$ cat src/rtl/fmg_pkg.sv
// Shared types and constants of the gradient focus measure block.
// No dependencies; every other RTL file imports this package.
package fmg_pkg;

	// Field widths fixed by the stream format
	localparam int PIX_W   = 8;
	localparam int CFG_W   = 13;
	localparam int TOTAL_W = 50;
	localparam int MEAN_W  = 26;
	localparam int DIV_W   = 26;
	localparam int SUM_W   = 10;
	localparam int GRAD_W  = 26;

	// Q0.15 weights of edge and diagonal neighbours
	localparam int EDGE_SHIFT = 15;
	localparam logic [14:0] DIAG_WEIGHT = 15'd23170;

	// Largest mean that can ever be produced
	localparam logic [MEAN_W-1:0] MEAN_MAX = 26'd57056760;

	// Frame-result queue between the pixel front end and the divider
	localparam int QUEUE_DEPTH = 2;
	localparam int QCNT_W      = 2;
	localparam int QPTR_W      = 1;

	// Configuration register indexes
	localparam logic REG_FRAME_WIDTH  = 1'b0;
	localparam logic REG_FRAME_HEIGHT = 1'b1;

	// Divider iteration count (one quotient bit per cycle)
	localparam int ITER_W = 6;
	localparam logic [ITER_W-1:0] ITER_LAST = 6'(TOTAL_W - 1);

	// One finished frame: accumulated total and the interior pixel count
	typedef struct packed {
		logic [TOTAL_W-1:0] total;
		logic [DIV_W-1:0]   divisor;
	} job_t;

	// Push side of the queue
	typedef struct packed {
		logic valid;
		job_t job;
	} push_t;

	// Divider sequencer states
	typedef enum logic [2:0] {
		DIV_IDLE = 3'b001,
		DIV_RUN  = 3'b010,
		DIV_DONE = 3'b100
	} div_state_t;

endpackage

$ cat src/rtl/fmg_queue.sv
// Short queue of finished frames between the front end and the divider.
// Depends on fmg_pkg for job_t and the queue depth.
module fmg_queue (
	input  logic                        clk,
	input  logic                        arst_n,
	input  fmg_pkg::push_t              push,
	output logic [fmg_pkg::QCNT_W-1:0]  used,
	output logic                        pop_valid,
	input  logic                        pop_ready,
	output fmg_pkg::job_t               pop_job
);
	import fmg_pkg::*;

	job_t              slot_q [QUEUE_DEPTH];
	logic [QPTR_W-1:0] wr_q, rd_q;
	logic [QCNT_W-1:0] used_q;
	logic              do_pop;

	assign do_pop    = pop_valid && pop_ready;
	assign pop_valid = used_q != '0;
	assign pop_job   = slot_q[rd_q];
	assign used      = used_q;

	// Store pushed jobs
	always_ff @(posedge clk) begin
		if (push.valid)
			slot_q[wr_q] <= push.job;
	end

	// Advance pointers and occupancy
	always_ff @(posedge clk or negedge arst_n) begin
		if (!arst_n) begin
			wr_q   <= '0;
			rd_q   <= '0;
			used_q <= '0;
		end else begin
			if (push.valid)
				wr_q <= wr_q + QPTR_W'(1);
			if (do_pop)
				rd_q <= rd_q + QPTR_W'(1);
			case ({push.valid, do_pop})
				2'b10:   used_q <= used_q + QCNT_W'(1);
				2'b01:   used_q <= used_q - QCNT_W'(1);
				default: used_q <= used_q;
			endcase
		end
	end

endmodule

$ cat config.mk
export PLATFORM = sky130hd
export DESIGN_NAME = fmg_queue
export DESIGN_NICKNAME = d
export VERILOG_FILES = /design/src/rtl/fmg_pkg.sv /design/src/rtl/fmg_queue.sv
export SDC_FILE = /design/constraint.sdc
export NUM_CORES = 1
export LEC_CHECK = 0
export ABC_AREA = 1
export BUFFER_PORTS_ARGS = -buffer_cell sky130_fd_sc_hd__buf_2
export CAP_MARGIN = 10
export CORE_ASPECT_RATIO = 1.5
export CORE_MARGIN = 2
export CORE_UTILIZATION = 52
export DETAILED_ROUTE_END_ITERATION = 6
export GPL_ROUTABILITY_DRIVEN = 0
export PLACE_DENSITY = 0.79
export SLEW_MARGIN = 40
export SYNTH_ARGS = -nofsm -noshare
export SYNTH_HDL_FRONTEND = slang
export SYNTH_SLANG_ARGS = --single-unit
$ cat constraint.sdc
create_clock -name clk -period 5.8 [get_ports clk]
set_input_delay 1.16 -clock clk [delete_from_list [all_inputs] [get_ports clk]]
set_output_delay 1.16 -clock clk [all_outputs]
set_load 0.05 [all_outputs]
==> out/qor.csv <==
metric,value,unit
status,finished clean,
core,10900,µm²
cts_max_level,4,
cts_buffer_depth,2,
path_class,flip-flop to output port,
yosys.area.top_type,edfxtp_1,
r2r_cells,3,
firstDrtPassIters,5,
reg2reg_to,slot_q[1][60],
grt_pass1_wl,17.2,mm
synth.most_common_cell,nand2_1,
hold_class,flip-flop to flip-flop,
fin_nets,670,
ant_nets,0,
worst_ep_required_time,4.64,ns
grt_max_degree,78,
utilization,66.1,%
drt-vias-per-instance,4.83,
ys_seq_area_share,81.0,%
fin_crit,3.47,ns
gr-total-overflow,0,
post-route-period-util,59.7,%
p_leak,3.16,nW
cap_violations,0,
io_buffer_count,158,
synth_fp_nets,506,
fin_cells,748,
ctsResizeCount,0,
n_antenna_cell,0,
worstHoldStart,used[0],
grt_pass1_vias,3661,
drtIter0Drc,163,
slowest_delay,0.68,ns
tightest_slew,0.766,ns
cp-start-kind,flip-flop,
worst-path-buf-inv,2,
crit_family,buffers and inverters,
pin_count,159,
min_to,used[0],
fillerInstances,852,
synth_top_area_share,79.2,%
tritoncts,built,
seq_area,4670,µm²
stdcell_area,7230,µm²
fp.dieH,133,µm
r2r-start,wr_q,
synth_warnings,0,
synth_area_per_cell,13.6,µm²
ys_ff_latch,156,
ctsRootBufferMaster,clkbuf_16,
antenna_found_initial,0,
synthCells,425,
wl_per_cell,15.0,µm
cp_common_cell,nand2_1,
fin_skew,0.00882,ns
finalPower,0.00452,W
layout-drive-gt1-share,32.1,%
max_freq,289,MHz
initial_core_util,52.7,%
worstPathMaxFanout,77,
timing.final.hold_violations,0,
cts.clk_slew.worst_paths,0.05,ns
hold_buffers,0,
slew_viol_final,0,
hold_path_depth,1,
rows,47,
die_x,89.9,µm
ir_drop,0.336,mV
syn_area,5760,µm²
worst_path_max_delay_cell,dfrtp_4,
synth_area_leaders,"edfxtp_1 79%, nand2_1 15%, dfrtp_1 1.7%, buf_6 0.98%, buf_2 0.78%",
routed_wl,11.2,mm
area_growth,25.5,%
setup_viol,0,
cp.arrival,2.31,ns
postCtsSetupBuffers,0,
insertion_delay,0.41,ns
track_usage,18.9,%
rsz0062_at_grt,no,
rrSetupSlack,3.83,ns
synthFlopType,edfxtp_1,
endpoint_kind,output port,
p_per_area,626,nW/µm²
num_vias,3611,
setup_tns,0,ns
synth-edff-count,152,
multi_input_area,947,µm²
relSlewSlack,48.9,%
dp_cells,716,
path_depth,4,
clock-sinks,156,
drcViolationCount,0,
async_flop_share,2.56,%
worstPathCellList,"inv_4, nand2_1, nand2_1, buf_2",
place_area,6640,µm²
numCtsBuffers,17,
hpwl,7.20,mm
synthDistinctLibCells,14,
dieArea,12000,µm²
synth_common_cells,"237 x nand2_1, 152 x edfxtp_1, 9 x buf_2",
[logic make-up (layout without fill, tap and decap cells)]
| family | Yosys count | in the layout | share of synthesized area (%) |
|---|---|---|---|
| fa+ha+maj | 1 | 1 | 0.217 |
| xor+xnor | 2 | 2 | 0.304 |
| buf+inv | 25 | 201 | 2.72 |
| flops | 156 | 156 | 81.0 |
| simple gates | 241 | 241 | 15.8 |
[worst max path at each step]
| stage | to | from |
|---|---|---|
| 2_1_floorplan | slot_q[0][0] | push[76] |
| 6_report | pop_job[35] | rd_q |
| 3_3_place_gp | pop_job[73] | rd_q |
| 3_5_place_dp | pop_job[35] | rd_q |
| 5_1_grt | pop_job[31] | rd_q |
| 4_1_cts | pop_job[35] | rd_q |
[layout by cell type, fill, tap and decap left out]
cell,netlist,layout
nand2_1,237,237
buf_2,9,158
edfxtp_1,152,152
clkbuf_16,0,17
inv_1,7,6
clkinv_2,0,4
buf_4,3,3
dfrtp_1,4,3
nand3_1,2,2
clkinv_1,0,2
clkinv_4,0,2
bufinv_16,0,2
clkinvlp_4,0,2
clkbuf_1,0,2
inv_4,1,1
nor2_4,0,1
xnor2_1,1,1
xor2_1,1,1
nand4_1,1,1
ha_1,1,1
inv_6,0,1
buf_16,0,1
dfrtp_4,0,1
[layout make-up]
class	count	area share (%)
Timing Repair Buffer	162	11.6
Clock buffer	19	5.99
Multi-Input combinational cell	244	13.1
Tap cell	147	2.54
Clock inverter	12	1.71
Sequential cell	156	64.6
Inverter	8	0.467
[per-stage QoR]
| step | hold WS [ns] | worst slack, ns |
|---|---|---|
| after CTS | 0.524 | 2.19 |
| after detailed placement | 0.510 | 2.68 |
| final | 0.530 | 2.33 |
| after floorplan | 0.463 | 0.882 |
| after global placement | 0.478 | 2.72 |
| after global routing | 0.539 | 2.19 |
[worst reg2reg max path: cells and delay by family (launching register included)]
| kind | cells | cell delay, ns |
|---|---|---|
| buffers and inverters | 2 | 1.05 |
| AND/OR/NAND/NOR | 1 | 0.10 |
| flip-flops | 1 | 0.43 |
[registers in the layout, summed over array words and instances (netlist names)]
name and cells:
wr_q 1, used 2, slot_q 152, rd_q 1
[layer usage]
metal	up-vias	global-route usage (%)	routed length [µm]
li1	1756	-	-
met1	1707	21.2	4350
met2	125	33.0	5950
met3	23	5.30	580
met4	0	9.66	322
met5	-	0	0
[where the power goes]
group          total (W)  internal (W)  switching [W]
Sequential       0.00161       0.00150       0.000108
Combinational    0.00189      0.000357        0.00153
Clock            0.00103      0.000627       0.000400
(Power assumes the default switching activity.)
