[config.mk]
export PLATFORM = sky130hd
export DESIGN_NAME = fmg_divider_flat
export DESIGN_NICKNAME = d
export VERILOG_FILES = /design/src/rtl/fmg_pkg.sv /design/src/rtl/fmg_stream_if.sv /design/src/rtl/fmg_divider.sv /design/src/flat_wrapper.sv
export SDC_FILE = /design/constraint.sdc
export NUM_CORES = 1
export LEC_CHECK = 0
export BUFFER_PORTS_ARGS = -buffer_cell sky130_fd_sc_hd__buf_4
export CAP_MARGIN = 20
export CORE_ASPECT_RATIO = 1.2
export CORE_MARGIN = 8
export CORE_UTILIZATION = 60
export CTS_CLUSTER_SIZE = 30
export DETAILED_ROUTE_END_ITERATION = 6
export PLACE_DENSITY = 0.92
export SLEW_MARGIN = 10
export SYNTH_ARGS = -nofsm -noshare
export SYNTH_HDL_FRONTEND = slang
export SYNTH_SLANG_ARGS = --single-unit
export TNS_END_PERCENT = 5
[constraint.sdc]
create_clock -name clk -period 8.8 [get_ports clk]
set_input_delay 1.76 -clock clk [delete_from_list [all_inputs] [get_ports clk]]
set_output_delay 1.76 -clock clk [all_outputs]
set_load 0.01 [all_outputs]
[src/rtl/fmg_pkg.sv]
// Shared types and constants of the gradient focus measure block.
// No dependencies; every other RTL file imports this package.
package fmg_pkg;

	// Field widths fixed by the stream format
	localparam int PIX_W   = 8;
	localparam int CFG_W   = 13;
	localparam int TOTAL_W = 50;
	localparam int MEAN_W  = 26;
	localparam int DIV_W   = 26;
	localparam int SUM_W   = 10;
	localparam int GRAD_W  = 26;

	// Q0.15 weights of edge and diagonal neighbours
	localparam int EDGE_SHIFT = 15;
	localparam logic [14:0] DIAG_WEIGHT = 15'd23170;

	// Largest mean that can ever be produced
	localparam logic [MEAN_W-1:0] MEAN_MAX = 26'd57056760;

	// Frame-result queue between the pixel front end and the divider
	localparam int QUEUE_DEPTH = 2;
	localparam int QCNT_W      = 2;
	localparam int QPTR_W      = 1;

	// Configuration register indexes
	localparam logic REG_FRAME_WIDTH  = 1'b0;
	localparam logic REG_FRAME_HEIGHT = 1'b1;

	// Divider iteration count (one quotient bit per cycle)
	localparam int ITER_W = 6;
	localparam logic [ITER_W-1:0] ITER_LAST = 6'(TOTAL_W - 1);

	// One finished frame: accumulated total and the interior pixel count
	typedef struct packed {
		logic [TOTAL_W-1:0] total;
		logic [DIV_W-1:0]   divisor;
	} job_t;

	// Push side of the queue
	typedef struct packed {
		logic valid;
		job_t job;
	} push_t;

	// Divider sequencer states
	typedef enum logic [2:0] {
		DIV_IDLE = 3'b001,
		DIV_RUN  = 3'b010,
		DIV_DONE = 3'b100
	} div_state_t;

endpackage

[src/rtl/fmg_stream_if.sv]


interface fmg_mean_if;
	import fmg_pkg::*;
	logic              valid;
	logic              ready;
	logic [MEAN_W-1:0] focus_mean;
	modport source (output valid, output focus_mean, input ready);
	modport sink (input valid, input focus_mean, output ready);
endinterface

[src/rtl/fmg_divider.sv]
// Back end: restoring divider, one quotient bit per cycle, and the output register.
// Depends on fmg_pkg and fmg_mean_if; takes jobs from fmg_queue.
module fmg_divider (
	input  logic           clk,
	input  logic           arst_n,
	input  logic           job_valid,
	output logic           job_ready,
	input  fmg_pkg::job_t  job,
	fmg_mean_if.source     results
);
	import fmg_pkg::*;

	div_state_t         state_q;
	logic [ITER_W-1:0]  iter_q;
	logic [TOTAL_W-1:0] num_q;
	logic [DIV_W-1:0]   rem_q;
	logic [DIV_W-1:0]   div_q;
	logic [DIV_W:0]     trial;
	logic [DIV_W:0]     diff;
	logic               fits;
	logic               slot_free;
	logic               out_valid_q;
	logic [MEAN_W-1:0]  out_data_q;

	assign job_ready = state_q == DIV_IDLE;
	assign slot_free = !out_valid_q || results.ready;

	// One restoring step: bring down the next dividend bit, subtract if it fits
	assign trial = {rem_q, num_q[TOTAL_W-1]};
	assign diff  = trial - {1'b0, div_q};
	assign fits  = trial >= {1'b0, div_q};

	always_ff @(posedge clk or negedge arst_n) begin
		if (!arst_n) begin
			state_q <= DIV_IDLE;
			iter_q  <= '0;
		end else begin
			unique case (state_q)
				DIV_IDLE: begin
					if (job_valid) begin
						state_q <= DIV_RUN;
						iter_q  <= '0;
					end
				end
				DIV_RUN: begin
					iter_q <= iter_q + ITER_W'(1);
					if (iter_q == ITER_LAST)
						state_q <= DIV_DONE;
				end
				DIV_DONE: begin
					if (slot_free)
						state_q <= DIV_IDLE;
				end
				default: state_q <= DIV_IDLE;
			endcase
		end
	end

	// Datapath of the divider
	always_ff @(posedge clk) begin
		if (state_q == DIV_IDLE && job_valid) begin
			num_q <= job.total;
			div_q <= job.divisor;
			rem_q <= '0;
		end else if (state_q == DIV_RUN) begin
			num_q <= {num_q[TOTAL_W-2:0], fits};
			rem_q <= fits ? diff[DIV_W-1:0] : trial[DIV_W-1:0];
		end
	end

	// Output register: hold the mean until transfer
	always_ff @(posedge clk or negedge arst_n) begin
		if (!arst_n) begin
			out_valid_q <= 1'b0;
		end else if (state_q == DIV_DONE && slot_free) begin
			out_valid_q <= 1'b1;
		end else if (results.ready) begin
			out_valid_q <= 1'b0;
		end
	end

	always_ff @(posedge clk) begin
		if (state_q == DIV_DONE && slot_free)
			out_data_q <= num_q[MEAN_W-1:0];
	end

	assign results.valid      = out_valid_q;
	assign results.focus_mean = out_data_q;

endmodule

[src/flat_wrapper.sv]
// flat-port wrapper written by rule: the top's interface ports become plain ports
module fmg_divider_flat import fmg_pkg::*;
  (clk, arst_n, job_valid, job_ready, job, results_valid, results_focus_mean, results_ready);
  fmg_mean_if results_i ();
  input  logic clk;
  input  logic arst_n;
  input  logic job_valid;
  output logic job_ready;
  input  fmg_pkg::job_t job;
  output wire logic [$bits(results_i.valid)-1:0] results_valid;
  output wire logic [$bits(results_i.focus_mean)-1:0] results_focus_mean;
  input wire logic [$bits(results_i.ready)-1:0] results_ready;
  assign results_valid = results_i.valid;
  assign results_focus_mean = results_i.focus_mean;
  assign results_i.ready = results_ready;
  fmg_divider u_core (.clk(clk), .arst_n(arst_n), .job_valid(job_valid), .job_ready(job_ready), .job(job), .results(results_i));
endmodule
==> results of run 1 <==
## power groups by stage
stage	Combinational (mW)	Clock [mW]	Sequential (mW)
after floorplan	0.425	0	0.993
after global placement	0.518	0	1.02
after detailed placement	0.554	0	1.03
after CTS	0.569	0.719	1.02
after global routing	0.616	0.749	1.04
final	0.571	0.714	1.03
## cell type report
| type | count | area, sq um |
|---|---|---|
| clock buffers | 17 | 425 |
| clock inverters | 15 | 165 |
| fillers | 661 | 2780 |
| inverters | 38 | 143 |
| multi-input cells | 357 | 2630 |
| flip-flops and latches | 138 | 3830 |
| well taps | 132 | 165 |
| repair buffers | 112 | 841 |
## routing by layer
metal / vias up / GRT usage, %
li1: 2287 / -
met1: 2381 / 24.4
met2: 191 / 39.0
met3: 28 / 8.30
met4: 0 / 8.11
met5: - / 0
## synth_stat cells (2+ instances only)
cell type	count	area, sq um
a211oi_1	3	22.5
a21o_1	8	60.1
a21oi_1	26	130
a31oi_1	5	31.3
a32oi_1	9	78.8
and2_1	3	18.8
buf_2	2	10.0
buf_6	2	22.5
clkbuf_1	18	67.6
dfrtp_1	9	225
dfxtp_1	26	521
edfxtp_1	102	3060
ha_1	28	350
inv_1	38	143
mux2_2	50	563
mux2i_1	3	30.0
nand2_1	39	146
nand2b_1	3	18.8
nand3_1	45	225
nand3b_1	4	30.0
nand4_1	7	43.8
nor2_1	24	90.1
nor2b_1	3	18.8
nor3_1	3	15.0
o21a_1	6	45.0
o21ai_0	22	110
o21bai_1	3	22.5
o22ai_1	2	12.5
o31ai_1	8	60.1
o41ai_1	2	17.5
or2_2	2	12.5
or4_1	2	15.0
xnor2_1	14	123
xor2_1	10	87.6
## layout by cell type, fill, tap and decap left out, drive strengths merged, types with 9 or more instances in the layout
| master | instances |
|---|---|
| dfxtp | 26 |
| nor2 | 24 |
| inv | 44 |
| nand2 | 39 |
| xnor2 | 14 |
| nand3 | 45 |
| xor2 | 10 |
| a32oi | 10 |
| dfrtp | 9 |
| o21ai | 22 |
| a21oi | 26 |
| edfxtp | 102 |
| mux2 | 50 |
| buf | 112 |
| ha | 28 |
| clkbuf | 17 |
## worst paths after layout
check                           cells after the start                      endpoint            start  slack, ns
min in group asynchronous                           1          u_core.results.valid           arst_n       1.15
worst min register to register                      0  u_core.results.focus_mean[4]  u_core.num_q[4]       0.45
worst max-delay path                               11              u_core.rem_q[25]  u_core.div_q[1]       5.22
worst max register to register                     11              u_core.rem_q[25]  u_core.div_q[1]       5.22
worst min-delay path                                0  u_core.results.focus_mean[4]  u_core.num_q[4]       0.45
max in group asynchronous                           1             u_core.state_q[0]           arst_n       7.43
## state kept, by name, indices dropped and copies added (netlist names)
register / flops
u_core.div_q: 26
u_core.iter_q: 6
u_core.num_q: 50
u_core.rem_q: 26
u_core.results.focus_mean: 26
u_core.results.valid: 1
u_core.state_q: 3
## cell families (layout without fill, tap and decap cells)
family                   count (synthesis)  count (layout)  synth area share, %
AO/OA/AOI/OAI                          109             109                 11.1
XOR/XNOR                                24              24                 3.14
adder cells (fa/ha/maj)                 29              29                 5.53
buffers and inverters                   63             182                 3.87
flip-flops                             138             138                 57.2
multiplexers                            53              53                 8.85
AND/OR/NAND/NOR                        142             142                 10.3
==> impl_metrics.json, run 1 <==
{
  "status": "complete, no violations",
  "grt_max_degree": 77,
  "start_util_pct": 61.0,
  "cts_hold_buf": 0,
  "yosysWarnings": 0,
  "cts_buffers": 17,
  "critPathKind": "flip-flop to flip-flop",
  "cts_tree": "built",
  "synthCells": 558,
  "async_reset_ff_share_pct": 7.25,
  "grt_pass1_vias": 5052,
  "period_needed_ns": 3.58,
  "path_clk_slew_ns": 0.06,
  "ios": 108,
  "drive_above_1_share_pct": 30.0,
  "fin_area_sq_um": 8200,
  "internal_power_mw": 1.61,
  "finalSetupTns_ns": 0,
  "die_w_microns": 112,
  "overflow": 0,
  "met3_length_microns": 1260,
  "cp_top_family": "compound AO/OA/AOI/OAI gates",
  "required_ns": 9.13,
  "first_pass_iters": 5,
  "synth.yosys.seq_area_share_pct": 57.2,
  "portBuffers": 107,
  "topRoutingLayerUsed": "met4",
  "cts.sinks": 138,
  "syn-num-nets": 667,
  "rows": 42,
  "critPathBufInv": 2,
  "critPathLaunchType": "flip-flop",
  "grt_pass1_wl_microns": 26000,
  "coreArea_sq_um": 11000,
  "dieArea_sq_um": 14800,
  "wl_met2_microns": 8520,
  "worst_pin_slew_ns": 1.08,
  "drv_cap": 0,
  "critPathMaxStageDelay_ns": 0.79,
  "final_util_pct": 74.7,
  "cp.arrival_ns": 3.91,
  "slew_violations": 0,
  "finalHoldViolCount": 0,
  "p_leak_nw": 3.37,
  "drt-met1-wl_microns": 6230,
  "syn_area_sq_um": 6700,
  "critPathMaxFanout": 18,
  "fp.dieH_microns": 132,
  "fin_cells": 809,
  "cts_buffer_depth": 2,
  "clock_latency_ns": 0.43,
  "grtUsageTotal_pct": 22.4,
  "cts_resized": 0,
  "avgRoutedWirePerCell_microns": 20.1,
  "area_growth_pct": 22.4,
  "cts_root_buf": "clkbuf_16",
  "final.period_utilization_pct": 40.6,
  "ys_ff_latch": 138,
  "dp_cells": 777,
  "total_power_mw": 2.31,
  "yosysUniqueCellTypes": 61,
  "drt_iter0_drc": 350,
  "ir_drop_uv": 209,
  "setup_ws_ns": 5.22,
  "final_nets": 773,
  "drcViolationCount": 0,
  "worstPathCellList": "inv_1 -> ha_1 -> nor2b_1 -> o31a_1 -> o21ai_0 -> o21a_1 -> o211ai_2 -> a2111oi_4 -> buf_4 -> a32oi_1 -> o31ai_1",
  "synth-main-ff-cell": "edfxtp_1",
  "h-tree-depth": 4,
  "hold_class": "flip-flop to flip-flop",
  "swShare_pct": 30.4,
  "cp-end-kind": "flip-flop",
  "num_antenna_cells": 0,
  "final_antenna_net_count": 0,
  "place.gp.congestion": 0.905,
  "p_switching_mw": 0.702,
  "place_area_sq_um": 7610,
  "cts_setup_buffers": 0,
  "antenna_found_initial": 0,
  "powerDensity_nw_per_um2": 282,
  "max-slew-margin-rel_pct": 27.9,
  "max_freq_mhz": 280,
  "power_frac_clock_pct": 30.9,
  "synth_edf_count": 102,
  "dp_hpwl_microns": 11000,
  "viasPerCell": 6.04,
  "rsz0062_at_grt": "no",
  "wirelength_microns": 16300,
  "pwr-share-comb_pct": 24.7,
  "dp_slack_ns": 5.11,
  "hold_ws_ns": 0.448,
  "num_vias": 4887,
  "seq_power_share_pct": 44.4,
  "cpMaxStageDelayCell": "a2111oi_4",
  "skew_ns": 0.00928,
  "synth.avg_cell_area_sq_um": 12.0,
  "setup_viol": 0
}
(Power assumes the default switching activity.)
==> run 2: changes to the inputs <==
Settings changed: CORE_UTILIZATION 60 to 57, PLACE_DENSITY 0.92 to 0.88.
Clock period 8.8 ns to 3.67 ns, I/O delays scaled along.
==> impl_metrics.json, run 2 (synthesized netlist as in run 1, its figures left out) <==
{
  "status": "complete, no violations",
  "drv_cap": 0,
  "drt_iter0_drc": 356,
  "h-tree-depth": 4,
  "wirelength_microns": 15900,
  "avgRoutedWirePerCell_microns": 19.0,
  "p_leak_nw": 3.39,
  "dp_hpwl_microns": 10600,
  "final.period_utilization_pct": 84.3,
  "cts_hold_buf": 0,
  "slew_violations": 0,
  "cts_root_buf": "clkbuf_16",
  "ios": 108,
  "drcViolationCount": 0,
  "worstPathCellList": "inv_1 -> ha_1 -> a21o_1 -> or4_1 -> and4_4 -> a32oi_2 -> o211ai_2 -> a2111o_1 -> buf_4 -> nand2_1 -> o21ai_0",
  "layout_commonest_cell": "buf_4",
  "critPathMaxStageDelay_ns": 0.56,
  "dieArea_sq_um": 15500,
  "cp-end-kind": "flip-flop",
  "grt_max_degree": 77,
  "powerDensity_nw_per_um2": 670,
  "fin_cells": 838,
  "hold_class": "input pin to async pin",
  "rows": 43,
  "power_frac_clock_pct": 31.4,
  "cts_resized": 0,
  "setup_viol": 0,
  "final_nets": 777,
  "critPathBufInv": 2,
  "period_needed_ns": 3.09,
  "dp_cells": 806,
  "max_flop_register": "u_core.num_q",
  "cts_buffer_depth": 2,
  "die_w_microns": 115,
  "finalHoldViolCount": 0,
  "internal_power_mw": 3.93,
  "num_antenna_cells": 0,
  "antenna_found_initial": 0,
  "critPathMaxFanout": 11,
  "critPathKind": "flip-flop to flip-flop",
  "viasPerCell": 5.73,
  "fp.dieH_microns": 135,
  "coreArea_sq_um": 11500,
  "max_freq_mhz": 323,
  "ir_drop_uv": 575,
  "grt_pass1_wl_microns": 25800,
  "skew_ns": 0.0103,
  "path_clk_slew_ns": 0.06,
  "final_cell_mix": "buf_4 (115), edfxtp_1 (102), mux2_2 (50)",
  "cts_buffers": 17,
  "cts_tree": "built",
  "pwr-share-comb_pct": 24.7,
  "critPathLaunchType": "flip-flop",
  "p_switching_mw": 1.63,
  "required_ns": 3.96,
  "grt_pass1_vias": 5002,
  "start_util_pct": 58.2,
  "grtUsageTotal_pct": 21.5,
  "cts.sinks": 138,
  "swShare_pct": 29.3,
  "largest_reg_flops": 50,
  "num_vias": 4799,
  "rsz0062_at_grt": "no",
  "clock_latency_ns": 0.42,
  "worst_pin_slew_ns": 0.544,
  "drive_above_1_share_pct": 30.2,
  "cp.arrival_ns": 3.39,
  "cpMaxStageDelayCell": "a2111o_1",
  "seq_power_share_pct": 43.9,
  "final_antenna_net_count": 0,
  "max-slew-margin-rel_pct": 63.6,
  "place.gp.congestion": 0.902,
  "cts_setup_buffers": 0,
  "cp_top_family": "compound AO/OA/AOI/OAI gates",
  "portBuffers": 107,
  "first_pass_iters": 4,
  "finalSetupTns_ns": 0,
  "overflow": 0,
  "area_growth_pct": 23.7
}
-- run 2: area by class of cell --
type | count | area (sq um)
inverters | 38 | 143
flip-flops and latches | 138 | 3830
well taps | 157 | 196
clock buffers | 19 | 433
clock inverters | 13 | 169
multi-input cells | 357 | 2630
repair buffers | 116 | 883
fillers | 758 | 3230
-- run 2: worst reg2reg max path, stage by stage (launching register included) --
cell	delay, ns
edfxtp_1	0.32
inv_1	0.04
ha_1	0.33
a21o_1	0.22
or4_1	0.47
and4_4	0.21
a32oi_2	0.16
o211ai_2	0.18
a2111o_1	0.56
buf_4	0.26
nand2_1	0.10
o21ai_0	0.10
-- run 2: worst paths after layout --
kind                       slack [ns]        startpoint                      endpoint  cells after the start
setup / recovery                 0.58  u_core.div_q[12]              u_core.rem_q[21]                     11
hold / removal                   0.12            arst_n             u_core.state_q[2]                      1
setup reg to reg                 0.58  u_core.div_q[12]              u_core.rem_q[21]                     11
hold reg to reg                  0.46   u_core.num_q[5]  u_core.results.focus_mean[5]                      0
max in group asynchronous        3.33            arst_n             u_core.state_q[0]                      1
min in group clk                 0.46   u_core.num_q[5]  u_core.results.focus_mean[5]                      0
-- run 2: stage by stage --
step | power, mW | instance area, sq um | worst slack [ns] | hold slack, ns | utilization [%]
floorplan | 3.40 | 6700 | 0.569 | 0.422 | -
global placement | 3.72 | 7680 | 0.622 | 0.428 | 66.7
detailed placement | 3.79 | 7680 | 0.612 | 0.430 | 66.7
CTS | 5.58 | 8290 | 0.588 | 0.111 | 72.0
global route | 5.80 | 8290 | 0.456 | 0.122 | 72.0
finish | 5.56 | 8290 | 0.577 | 0.125 | 72.0
-- run 2: layer usage --
layer | part of all wire [%] | wire length [microns] | vias up | GRT usage [%]
met5 | 0 | 0 | - | 0
met4 | 1.4 | 231 | 0 | 7.68
met3 | 9.0 | 1440 | 24 | 8.58
met2 | 51 | 8200 | 169 | 37.4
met1 | 38 | 6060 | 2308 | 23.0
li1 | - | - | 2298 | -
-- run 2: power by group through the flow --
stage | clock network (mW) | registers [mW] | logic, mW
after floorplan | 0 | 2.38 | 1.02
final | 1.75 | 2.44 | 1.37
after detailed placement | 0 | 2.45 | 1.34
after global placement | 0 | 2.42 | 1.30
after global routing | 1.82 | 2.47 | 1.50
after CTS | 1.77 | 2.44 | 1.38
==> run 3: changes to the inputs <==
Clock period 3.67 ns to 3 ns, I/O delays scaled along.
==> impl_metrics.json, run 3 (synthesized netlist as in run 1, its figures left out) <==
{
  "status": "complete, no violations",
  "final_util_pct": 73.0,
  "drive_above_1_share_pct": 32.4,
  "critPathLaunchType": "flip-flop",
  "cts_root_buf": "clkbuf_16",
  "setup_viol": 0,
  "cp_top_family": "compound AO/OA/AOI/OAI gates",
  "hold_class": "input pin to flip-flop",
  "num_vias": 4838,
  "viasPerCell": 5.69,
  "dieArea_sq_um": 15500,
  "area_growth_pct": 25.4,
  "place.gp.congestion": 0.914,
  "setup_ws_ns": 0.0526,
  "rsz0062_at_grt": "yes",
  "cts_tree": "built",
  "drv_cap": 0,
  "grt_max_degree": 60,
  "dp_slack_ns": 0.0292,
  "final_nets": 790,
  "finalHoldViolCount": 0,
  "dp_hpwl_microns": 11000,
  "cts_buffer_depth": 2,
  "die_w_microns": 115,
  "fin_cells": 851,
  "drcViolationCount": 0,
  "fin_area_sq_um": 8400,
  "grt_pass1_vias": 5146,
  "cpMaxStageDelayCell": "a2111oi_4",
  "coreArea_sq_um": 11500,
  "skew_ns": 0.00904,
  "start_util_pct": 58.2,
  "p_leak_nw": 3.46,
  "critPathKind": "flip-flop to flip-flop",
  "holdPathStages": 1,
  "num_antenna_cells": 0,
  "layout_commonest_cell": "buf_4",
  "critPathMaxFanout": 5,
  "critical_path_cell_count": 11,
  "max-slew-margin-rel_pct": 66.1,
  "period_needed_ns": 2.95,
  "cts_buffers": 17,
  "antenna_found_initial": 0,
  "max_freq_mhz": 339,
  "grt_pass1_wl_microns": 25000,
  "critPathMaxStageDelay_ns": 0.50,
  "r2r_cells": 11,
  "final_cell_mix": "buf_4 (126), edfxtp_1 (102), mux2_2 (50)",
  "worstPathCellList": "inv_2 -> ha_4 -> and2_4 -> or4_1 -> and4_4 -> a32oi_2 -> o211ai_2 -> a2111oi_4 -> buf_4 -> nand2_2 -> a32o_1",
  "cp.arrival_ns": 3.26,
  "wirelength_microns": 15700,
  "slew_violations": 0,
  "cp-end-kind": "flip-flop",
  "place_area_sq_um": 7730,
  "grtUsageTotal_pct": 20.8,
  "path_clk_slew_ns": 0.06,
  "largest_reg_flops": 50,
  "dp_cells": 812,
  "ios": 108,
  "final_antenna_net_count": 0,
  "final.period_utilization_pct": 98.2,
  "rows": 43,
  "fp.dieH_microns": 135,
  "h-tree-depth": 4,
  "required_ns": 3.31,
  "ir_drop_uv": 583,
  "first_pass_iters": 5,
  "max_flop_register": "u_core.num_q",
  "cts.sinks": 138,
  "overflow": 0,
  "clock_latency_ns": 0.43,
  "avgRoutedWirePerCell_microns": 18.4,
  "drt_iter0_drc": 245,
  "worst_pin_slew_ns": 0.508,
  "portBuffers": 107,
  "critPathBufInv": 2,
  "powerDensity_nw_per_um2": 806
}
[run 3: changes by cell type in the layout (fill, tap and decap cells not counted), moves of 3 or more]
cell      before  now
clkinv_4       3    0
inv_6          2    6
buf_4        115  126
inv_8          0    3
[run 3: stage by stage]
step / total power [mW] / setup TNS, ns / hold slack [ns]
after global placement: 4.56 / 0 / 0.429
final: 6.77 / 0 / 0.350
after floorplan: 4.16 / 0 / 0.304
after CTS: 6.76 / 0 / 0.337
after global routing: 7.07 / -0.308 / 0.335
after detailed placement: 4.68 / 0 / 0.434
[run 3: per-layer routing]
| layer | GRT usage [%] | up-vias | routed length (microns) |
|---|---|---|---|
| li1 | - | 2323 | - |
| met1 | 21.5 | 2319 | 5950 |
| met2 | 35.4 | 171 | 8030 |
| met3 | 9.69 | 25 | 1470 |
| met4 | 8.78 | 0 | 252 |
| met5 | 0 | - | 0 |
[run 3: worst paths after layout]
kind	from	to	slack, ns
setup / recovery	u_core.div_q[12]	u_core.rem_q[1]	0.05
hold / removal	job[18]	u_core.div_q[18]	0.35
setup reg to reg	u_core.div_q[12]	u_core.rem_q[1]	0.05
hold reg to reg	u_core.num_q[23]	u_core.results.focus_mean[23]	0.45
max in group asynchronous	arst_n	u_core.state_q[0]	2.24
min in group asynchronous	arst_n	u_core.iter_q[1]	0.55
[run 3: cell type report]
| type | instances | area [sq um] |
|---|---|---|
| Sequential cell | 138 | 3830 |
| Fill cell | 763 | 3110 |
| Multi-Input combinational cell | 357 | 2660 |
| Timing Repair Buffer | 129 | 987 |
| Clock buffer | 17 | 425 |
| Tap cell | 157 | 196 |
| Clock inverter | 15 | 156 |
| Inverter | 38 | 143 |
[run 3: worst reg2reg max path, stage by stage (launching register included)]
cell,delay (ns)
edfxtp_1,0.38
inv_2,0.08
ha_4,0.21
and2_4,0.16
or4_1,0.46
and4_4,0.21
a32oi_2,0.19
o211ai_2,0.17
a2111oi_4,0.50
buf_4,0.19
nand2_2,0.04
a32o_1,0.24
[run 3: what timing repair did]
item | in CTS | in global routing
gates resized for setup | 0 | 9
endpoints found under the setup margin | 0 | 24
hold buffers | 1 | 0
buffers inserted | 0 | 6
hold endpoints to repair | 9 | 0
[run 3: power breakdown]
part | internal (mW) | switching (mW)
logic | 0.770 | 0.962
clock network | 1.17 | 0.890
registers | 2.76 | 0.217
total | 4.70 | 2.07
